[config.mk]
export PLATFORM = sky130hd
export DESIGN_NAME = cpdd_cell
export DESIGN_NICKNAME = d
export VERILOG_FILES = /design/src/hw/rtl/cpdd_pkg.sv /design/src/hw/rtl/cpdd_cell.sv
export SDC_FILE = /design/constraint.sdc
export NUM_CORES = 1
export LEC_CHECK = 0
export ABC_AREA = 1
export BUFFER_PORTS_ARGS = -buffer_cell sky130_fd_sc_hd__buf_2
export CELL_PAD_IN_SITES_DETAIL_PLACEMENT = 0
export CELL_PAD_IN_SITES_GLOBAL_PLACEMENT = 1
export CORE_ASPECT_RATIO = 1.75
export CORE_MARGIN = 3
export CORE_UTILIZATION = 30
export CTS_BUF_LIST = sky130_fd_sc_hd__clkbuf_4
export DETAILED_ROUTE_END_ITERATION = 6
export HOLD_SLACK_MARGIN = 0.05
export PLACE_DENSITY = 0.65
export SLEW_MARGIN = 30
export SYNTH_ARGS = -nofsm -noshare
export SYNTH_HDL_FRONTEND = slang
export SYNTH_SLANG_ARGS = --single-unit
[constraint.sdc]
create_clock -name clk -period 16.9 [get_ports clk]
set_input_delay 3.38 -clock clk [delete_from_list [all_inputs] [get_ports clk]]
set_output_delay 3.38 -clock clk [all_outputs]
set_load 0.01 [all_outputs]
[src/hw/rtl/cpdd_pkg.sv]
// ----------------------------------------------------------------------------
// cpdd_pkg: shared types and constants of the class peak decision detector
// Widths of the probability, tick and action fields, configuration register
// indexes and reset values, the scan token and the cell control bundle.
// ----------------------------------------------------------------------------
package cpdd_pkg;

  localparam int unsigned PROB_W    = 16;
  localparam int unsigned TICK_W    = 32;
  localparam int unsigned ACT_W     = 3;
  localparam int unsigned ZRUN_W    = 8;
  localparam int unsigned CFG_IDX_W = 3;
  localparam int unsigned CFG_W     = 16;

  // configuration register indexes
  localparam logic [CFG_IDX_W-1:0] CFG_PEAK_MIN       = 3'd0;
  localparam logic [CFG_IDX_W-1:0] CFG_DROP_RATIO     = 3'd1;
  localparam logic [CFG_IDX_W-1:0] CFG_REBOUND_RATIO  = 3'd2;
  localparam logic [CFG_IDX_W-1:0] CFG_ZERO_LEVEL     = 3'd3;
  localparam logic [CFG_IDX_W-1:0] CFG_ZERO_RUN_LIMIT = 3'd4;

  // configuration reset values
  localparam logic [PROB_W-1:0] RST_PEAK_MIN       = 16'd19661;
  localparam logic [PROB_W-1:0] RST_DROP_RATIO     = 16'd58982;
  localparam logic [PROB_W-1:0] RST_REBOUND_RATIO  = 16'd6554;
  localparam logic [PROB_W-1:0] RST_ZERO_LEVEL     = 16'd1;
  localparam logic [ZRUN_W-1:0] RST_ZERO_RUN_LIMIT = 8'd5;

  typedef logic [PROB_W-1:0] prob_t;
  typedef logic [TICK_W-1:0] tick_t;
  typedef logic [ACT_W-1:0]  act_t;

  // Scan token: running context handed from one class cell to the next.
  // Class indexes use the action width, which covers up to eight classes.
  typedef struct packed {
    logic  valid;
    act_t  best_idx;
    prob_t best_peak;
    logic  reb;          // rebound still pending
    logic  winner_none;
    act_t  last_winner;
    prob_t wcur;         // this item's value of the last winner class
    logic  all_zero;
    logic  hit;          // a class was declared during this scan
    prob_t hit_peak;
  } scan_tok_t;

  // Values every cell sees; only clear and config writes change them mid-scan.
  typedef struct packed {
    logic           clear;
    prob_t          peak_min;
    prob_t          drop_ratio;
    prob_t          zero_level;
    prob_t          winner_peak;
    logic [31:0]    reb_thresh;   // rebound_ratio * last winner peak
    tick_t          tick;
    logic           decided_once;
    tick_t          decision_tick;
  } cell_ctl_t;

endpackage

[src/hw/rtl/cpdd_cell.sv]
// ----------------------------------------------------------------------------
// cpdd_cell: one class cell of the scan chain
// Holds the peak, peak tick and arming flag of one class. When the scan token
// arrives, updates them, moves the best-peak index, tests for a declaration
// and hands the token on to the next cell.
// ----------------------------------------------------------------------------
module cpdd_cell #(
  parameter int unsigned CLASS_IDX = 0
) (
  input  logic                clk,
  input  logic                rst_n,
  input  cpdd_pkg::prob_t     prob,
  input  cpdd_pkg::cell_ctl_t ctl,
  input  cpdd_pkg::scan_tok_t tok_in,
  output cpdd_pkg::scan_tok_t tok_out,
  output cpdd_pkg::prob_t     peak,
  output logic                decl
);

  localparam cpdd_pkg::act_t MY_IDX = cpdd_pkg::act_t'(CLASS_IDX);

  cpdd_pkg::prob_t     peak_r;
  cpdd_pkg::tick_t     peak_tick_r;
  logic                armed_clear_r;
  cpdd_pkg::scan_tok_t tok_r;

  cpdd_pkg::scan_tok_t tok_nxt;
  cpdd_pkg::prob_t     peak_nxt;
  cpdd_pkg::tick_t     peak_tick_nxt;
  logic                armed_clear_nxt;

  logic        present;
  logic        is_win;
  logic        reb_hit;
  logic        reb_nxt;
  logic        grow;
  logic        upd;
  logic [31:0] drop_prod;
  logic        after_last;
  logic        gate;

  // The drop test uses the stored peak: when the peak grows on this item the
  // value equals the new peak and the test fails either way.
  assign drop_prod = {16'h0, ctl.drop_ratio} * {16'h0, peak_r};

  always_comb begin
    present = prob >= ctl.zero_level;
    is_win  = !tok_in.winner_none && (tok_in.last_winner == MY_IDX);
    reb_hit = is_win && present && tok_in.reb &&
              ((prob >= ctl.winner_peak) || ({prob, 16'h0} <= ctl.reb_thresh));
    reb_nxt = tok_in.reb && !reb_hit;
    grow    = prob > peak_r;
    upd     = grow && (!is_win || !reb_nxt);

    peak_nxt        = upd ? prob : peak_r;
    peak_tick_nxt   = upd ? ctl.tick : peak_tick_r;
    armed_clear_nxt = armed_clear_r &&
                      !(grow && !is_win && (tok_in.winner_none || prob > tok_in.wcur));

    tok_nxt = tok_in;
    decl    = 1'b0;
    if (tok_in.valid) begin
      tok_nxt.reb      = reb_nxt;
      tok_nxt.all_zero = tok_in.all_zero && !present;
      if (tok_in.best_idx == MY_IDX) begin
        tok_nxt.best_peak = peak_nxt;
      end else if (peak_nxt > tok_in.best_peak) begin
        tok_nxt.best_idx  = MY_IDX;
        tok_nxt.best_peak = peak_nxt;
      end

      after_last = !ctl.decided_once ||
                   ({1'b0, peak_tick_nxt} > ({1'b0, ctl.decision_tick} + 33'd1));
      gate = is_win ? ({peak_nxt, 16'h0} > ctl.reb_thresh) : !armed_clear_nxt;
      decl = (peak_nxt > ctl.peak_min) && ({prob, 16'h0} < drop_prod) &&
             after_last && present && (tok_nxt.best_idx == MY_IDX) && gate;

      // declare: record the winner, restart the running best
      if (decl) begin
        tok_nxt.hit         = 1'b1;
        tok_nxt.hit_peak    = peak_nxt;
        tok_nxt.winner_none = 1'b0;
        tok_nxt.last_winner = MY_IDX;
        tok_nxt.wcur        = prob;
        tok_nxt.best_idx    = '0;
        tok_nxt.best_peak   = '0;
        tok_nxt.reb         = 1'b1;
      end
    end else begin
      after_last = 1'b0;
      gate       = 1'b0;
    end
  end

  always_ff @(posedge clk) begin
    if (!rst_n) begin
      peak_r        <= '0;
      peak_tick_r   <= '0;
      armed_clear_r <= 1'b1;
      tok_r         <= '0;
    end else begin
      tok_r <= tok_nxt;
      if (ctl.clear) begin
        peak_r        <= '0;
        peak_tick_r   <= '0;
        armed_clear_r <= 1'b1;
      end else if (tok_in.valid) begin
        peak_r        <= peak_nxt;
        peak_tick_r   <= peak_tick_nxt;
        armed_clear_r <= armed_clear_nxt;
      end
    end
  end

  assign tok_out = tok_r;
  assign peak    = peak_r;

endmodule
# Yosys cells after proc, flatten, opt, wreduce, memory -nomap -nowiden

Cells that the tools add are included.

Add/subtract/negate cells: 1
Multipliers: 1
Magnitude comparators: 10
Muxes and demuxes: 11
Bitwise gates (word level): 1
Reductions and logical operators: 31

Operators with widths:

| kind                  | count |
|---|---|
| $gt 16x16->1          | 4 |
| $mux 58               | 1 |
| $mux 40               | 1 |
| $add 32x1->33 const B | 1 |
| $gt 32x33->1          | 1 |
| $ge 16x16->1          | 2 |
| $gt 32x32->1          | 1 |
| $le 32x32->1          | 1 |
| $lt 32x32->1          | 1 |
| $mul 16x16->32        | 1 |
| $mux 16               | 2 |
| $mux 32               | 1 |
| $mux 19               | 1 |
| $mux 17               | 1 |
| $logic_and 1x1->1     | 15 |
| $logic_not 3->1       | 3 |
| $logic_not 1->1       | 8 |
| $mux 3                | 2 |
| $logic_or 1x1->1      | 4 |
| $mux 1                | 2 |
| $reduce_or 2->1       | 1 |
| $not 1->1             | 1 |

Bits in registers: 108
Bits of input ports: 239
Output and inout bits: 76
Word-level logic and storage cells: 68

# Longest topological paths before layout

Gate-level depths: netlist (run 1).

Word-level depth: 20
Depth in mapped cells: 49
Gate-level depth less buffers: 45

# Worst setup path before layout (run 1)

Ideal clock, no wire load.

Kind: in2out
Start: input ctl[134] (netlist bit)
End: output decl
Arrival: 10.293 ns
Required time: 13.520 ns
Slack: 3.227 ns
Stages on the path: 39
Buffers on the path: 3
Path through: clkbuf_1 clkbuf_1 nand2_1 fa_1 inv_1 fa_1 inv_1 fa_1 inv_1 fa_1 fa_1 inv_1 fa_1 inv_1 ha_1 a21oi_1 o21a_1 nand2_2 (+3 left out) o21ai_0 a21oi_1 xor2_1 ha_1 a21oi_1 nor2_1 nor2_1 nand2_1 nor2_1 nand2_1 nor2_1 nand3_1 nor2_1 nand3_2 nor2_4 nand2_4 inv_4 buf_2

Word-level cells in the longest chain between the ends: 8

Ends and longest elaborated chain:

| element                         | line            | source |
|---|---|---|
| start, declared                 | cpdd_cell.sv:13 | `input cpdd_pkg::cell_ctl_t ctl,` |
| $mul 16x16->32                  | cpdd_cell.sv:44 | `assign drop_prod = {16'h0, ctl.drop_ratio} * {16'h0, peak_r};` |
| $lt 32x32->1                    | cpdd_cell.sv:75 | `decl = (peak_nxt > ctl.peak_min) && ({prob, 16'h0} < drop_prod) &&` |
| $logic_and 1x1->1 (2 in series) | cpdd_cell.sv:75 |  |
| $logic_and 1x1->1 (3 in series) | cpdd_cell.sv:76 | `after_last && present && (tok_nxt.best_idx == MY_IDX) && gate;` |
| $mux 1                          | cpdd_cell.sv:62 | `if (tok_in.valid) begin` |
| end, declared                   | cpdd_cell.sv:17 | `output logic decl` |

Every way passes these cells.

# Final worst setup path (run 1)

Ends and elaborated chain as after synthesis.

==> results of run 1 <==
[cell usage after synthesis (13+ instances only)]
master,number
a21oi_1,136
buf_2,13
clkbuf_1,97
dfxtp_1,108
fa_1,194
ha_1,281
inv_1,612
nand2_1,693
nand3_1,105
nand4_1,21
nor2_1,269
nor3_1,17
o21ai_0,115
o21ai_1,14
xnor2_1,17
xor2_1,30
[routing by layer]
layer / GRT usage, % / vias up / routed length [microns]
li1: - / 8925 / -
met1: 22.0 / 8548 / 25500
met2: 41.0 / 473 / 37100
met3: 4.33 / 111 / 4030
met4: 6.60 / 12 / 2140
met5: 0 / - / 88
[final cells by class]
| cell class | instances | area share (%) |
|---|---|---|
| clock buffer | 9 | 0.317 |
| inverter | 617 | 10.9 |
| sequential | 108 | 10.2 |
| clock inverter | 7 | 0.353 |
| tap | 799 | 4.69 |
| multi-input combinational | 1951 | 65.5 |
| antenna | 17 | 0.200 |
| timing repair buffer | 328 | 7.87 |
[kinds of logic (layout without fill, tap and decap cells)]
kind of cell,after synthesis,in the layout
other,0,17
flip-flops,108,108
AO/OA/AOI/OAI,296,296
buffers and inverters,733,961
adder cells (fa/ha/maj),475,475
XOR/XNOR,47,47
AND/OR/NAND/NOR,1133,1133
[state kept, by name, indices dropped and copies added, names as in the netlist]
| register | cells |
|---|---|
| peak | 16 |
| armed_clear_r | 1 |
| peak_tick_r | 32 |
| tok_out | 59 |
[report_power, final]
group	internal (mW)	total (mW)	switching [mW]	leakage (nW)
Clock	0.0453	0.151	0.106	0.0686
Combinational	0.231	0.625	0.393	11.8
Sequential	0.270	0.286	0.0160	0.894
Total	0.546	1.06	0.515	12.7
[critical path, delay by kind of cell]
kind,cells,cell delay (ps)
adder cells (fa/ha/maj),8,3770
AND/OR/NAND/NOR,15,1930
buffers and inverters,8,1220
AO/OA/AOI/OAI,6,1050
XOR/XNOR,1,190
[how the worst max path moves through the flow]
| stage | start | end | slack [ps] | cells after the start |
|---|---|---|---|---|
| after CTS | ctl[134] | decl | 1930 | 38 |
| after global placement | ctl[139] | decl | 1980 | 38 |
| after global routing | ctl[133] | decl | 1260 | 41 |
| after detailed placement | ctl[134] | decl | 1980 | 38 |
| after floorplan | ctl[134] | decl | 3230 | 39 |
| final | ctl[134] | decl | 1930 | 38 |
[metrics by stage]
step                worst slack (ps)  total power, mW  hold WS, ps  cell area, sq um
floorplan                       3230            0.710          450             18900
global placement                1980            0.914          465             21100
CTS                             1930             1.08          496             21200
detailed placement              1980            0.921          470             21100
global route                    1260             1.18          520             21300
finish                          1930             1.06          490             21300
==> impl_metrics.tcl, run 1 <==
set metrics [dict create \
    rr_worst_depth 39 \
    synth.net_count 3506 \
    synth_xor_area_share_pct 2.18 \
    maxCapViolations 0 \
    cellPowerDensity_nw_per_um2 49.8 \
    final_util_pct 34.1 \
    grt_pass1_wl_microns 107000 \
    ys_ff_latch 108 \
    grt_pass1_vias 19000 \
    synthAdderAreaFrac_pct 39.2 \
    rsz0062_at_grt "no" \
    period_minus_slack_ps 14970 \
    synth_top_family_by_area "adder cells" \
    r2r_start "peak[7]" \
    synth_edf_count 0 \
    path_common_cell "nor2_1" \
    outcome "completed" \
    synthToLayoutAreaGrowth_pct 12.7 \
    hpwl_microns 58100 \
    antenna_found_initial 23 \
    synth_top_area_share_pct 20.5 \
    port_buffers 314 \
    syn_inst 2792 \
    fmax_mhz 66.8 \
    drive_above_1_share_pct 12.3 \
    clkSinkCount 108 \
    maxSlewHeadroom_pct 31.6 \
    cts_max_path_buffers 2 \
    postRouteAntennaNets 0 \
    grt_max_degree 85 \
    ys_seq_area_share_pct 11.4 \
    detail_route.iter0.violations 714 \
    synth_area_sq_um 18900 \
    die_area_sq_um 66200 \
    worstPathRequired_ps 13520 \
    dr.pass1.iters 5 \
    grt-ovfl-total 0 \
    clkLatencyLatePin_ps 580 \
    holdCritPathClass "flop to flop" \
    yosys.area_share.simple_pct 24.1 \
    worstSetupStartpointType "input pin" \
    power_leakage_nw 12.7 \
    final_nets 3729 \
    track_usage_pct 20.9 \
    synth_ff_type "dfxtp_1" \
    muxShareOfSynthArea_pct 0 \
    coreArea_sq_um 62400 \
    r2r-end "tok_out[2]" \
    whs_path_depth 2 \
    rrSetupSlack_ps 7910 \
    final_cell_mix "nand2_1, inv_1, buf_2" \
    synth.distinct_cells 44 \
    cts_hold_buf 0 \
    slowest_delay_ps 560 \
    avgSynthCellArea_sq_um 6.77 \
    critPathKind "input pin to primary output" \
    holdPathEnd "armed_clear_r" \
    finalHoldViolations 0 \
    slowest_stage "fa_1" \
    placedCellCount 3803 \
    start_util_pct 30.3 \
    cts_tree "yes" \
    slew_violations 0 \
    cts-buffers-inserted 9 \
    htreeDepth 3 \
    cts_root_buf "clkbuf_4" \
    worst_ir_drop_vdd_mv 0.0286 \
    gp_congestion 0.882 \
    io_pins 315 \
    drt-total-wl_microns 68900 \
    setup_viol 0 \
    vias 18100 \
    finClkSkew_ps 35.9 \
    post_cts_buffers 0 \
    multi_input_area_sq_um 13900 \
    regArea_sq_um 2170 \
    arrival_ps 11590 \
    wl_per_cell_microns 18.0 \
    clk_pin_slew_ps 170 \
    die_h_microns 338 \
    fin_cells 3836 \
    end_kind "primary output" \
    fp.dieW_microns 196 \
    tightest_slew_ps 1020 \
    async_flop_share_pct 0 \
    hp-start "armed_clear_r" \
    ys_warn_count 0 \
    drc 0 \
    synth_area_leaders "fa_1, ha_1, nand2_1" \
    setup_tns_ps 0 \
    post-route-period-util_pct 88.6 \
    fillers 6975 \
    synth_compound_area_share_pct 8.29 \
    crit_fanout 38 \
    layout_commonest_cell "nand2_1" \
    viasPerCell 4.71 \
    fp-row-count 121 \
    cts_resized 0 \
    yosysTopAreaCell "fa_1" \
]
No activity file was read; power rests on OpenSTA's default activity.
==> run 2, diff against run 1 <==
- GPL_TIMING_DRIVEN: not set -> 0
==> impl_metrics.tcl, run 2 (synthesized netlist as in run 1, its figures left out) <==
set metrics [dict create \
    outcome "completed" \
    track_usage_pct 22.7 \
    holdWs_ps 498 \
    detail_route.iter0.violations 770 \
    synthToLayoutAreaGrowth_pct 14.2 \
    path_common_cell "nand2_1" \
    cts_hold_buf 0 \
    final_cell_mix "nand2_1, inv_1, buf_2" \
    maxCapViolations 0 \
    postRouteAntennaNets 0 \
    finalHoldViolations 0 \
    fin_cells 3923 \
    final_util_pct 34.6 \
    start_util_pct 30.3 \
    slowest_delay_ps 620 \
    setup_tns_ps 0 \
    period_minus_slack_ps 16010 \
    rsz0062_at_grt "no" \
    placed_area_sq_um 21400 \
    final_nets 3814 \
    wl_per_cell_microns 19.1 \
    post_cts_buffers 0 \
    end_kind "primary output" \
    worstPathRequired_ps 13520 \
    arrival_ps 12630 \
    viasPerCell 4.69 \
    crit_fanout 10 \
    port_buffers 297 \
    cellPowerDensity_nw_per_um2 50.2 \
    worstSetupStartpointType "input pin" \
    grt-ovfl-total 0 \
    slowest_stage "fa_1" \
    clk_pin_slew_ps 190 \
    die_h_microns 338 \
    maxSlewHeadroom_pct 36.4 \
    cp_top_family "adder cells" \
    fp-row-count 121 \
    cts_root_buf "clkbuf_4" \
    clkLatencyLatePin_ps 630 \
    holdCritPathClass "flop to flop" \
    hpwl_microns 65300 \
    drc 0 \
    power_mw 1.08 \
    gp_congestion 0.916 \
    drive_above_1_share_pct 11.3 \
    fmax_mhz 62.5 \
    tightest_slew_ps 954 \
    grt_pass1_vias 19400 \
    fin_ws_ps 888 \
    largest_register_ffs 59 \
    cts_tree "yes" \
    slew_violations 0 \
    post-route-period-util_pct 94.7 \
    grt_pass1_wl_microns 113000 \
    cts-buffers-inserted 9 \
    dr.pass1.iters 7 \
    grt_max_degree 21 \
    die_area_sq_um 66200 \
    critPathKind "input pin to primary output" \
    io_pins 315 \
    worst-path-buf-inv 8 \
    vias 18400 \
    setup_viol 0 \
    cts_resized 0 \
    fp.dieW_microns 196 \
    dp_slack_ps 712 \
    drt-total-wl_microns 74800 \
    placedCellCount 3888 \
    clkSinkCount 108 \
    power_leakage_nw 12.8 \
    layout_commonest_cell "nand2_1" \
    stdcell_area_sq_um 21600 \
    cts_max_path_buffers 2 \
    htreeDepth 3 \
    coreArea_sq_um 62400 \
    worst_ir_drop_vdd_mv 0.0360 \
    finClkSkew_ps 40.8 \
    antenna_found_initial 25 \
]
[run 2: cell types whose count changed in the layout (fill, tap and decap cells not counted), sizes merged]
cell      before  now
buf          328  315
bufinv         1    0
clkinv         4    3
diode         17   19
inv          616  620
clkinvlp       3    1
clkbuf         9  107
[run 2: area by class of cell]
| type | count | area, sq um |
|---|---|---|
| inverter | 617 | 2320 |
| clock buffer | 9 | 67.6 |
| tap | 799 | 1000 |
| clock inverter | 7 | 67.6 |
| sequential | 108 | 2160 |
| buffer | 116 | 483 |
| multi-input combinational | 1951 | 13900 |
| timing repair buffer | 297 | 1490 |
| fill | 7007 | 40800 |
| antenna | 19 | 47.5 |
[run 2: power breakdown]
| group | internal, mW | leakage, nW | switching [mW] |
|---|---|---|---|
| sequential | 0.270 | 0.892 | 0.00645 |
| clock | 0.0341 | 0.0726 | 0.116 |
| combinational | 0.238 | 11.8 | 0.419 |
[run 2: worst paths after layout]
kind	startpoint	end	slack, ps	cells past startpoint
setup / recovery	ctl[139]	decl	890	40
hold / removal	armed_clear_r	armed_clear_r	500	2
setup reg to reg	peak[9]	tok_out[11]	6870	40
hold reg to reg	armed_clear_r	armed_clear_r	500	2
[run 2: worst register-to-register path: cells and delay by family, from the launching register on]
family                   cells  cell delay [ps]
adder cells (fa/ha/maj)      8             3900
buffers and inverters        8             1740
AND/OR/NAND/NOR             16             1980
AO/OA/AOI/OAI                7             1770
flip-flops                   1              360
XOR/XNOR                     1              210
[run 2: layer usage]
metal,GRT usage [%],vias to the layer above,share of wire (%)
li1,-,9112,-
met1,22.9,8619,35
met2,44.0,499,54
met3,4.70,147,5.5
met4,10.6,16,5.2
met5,0,-,0.16
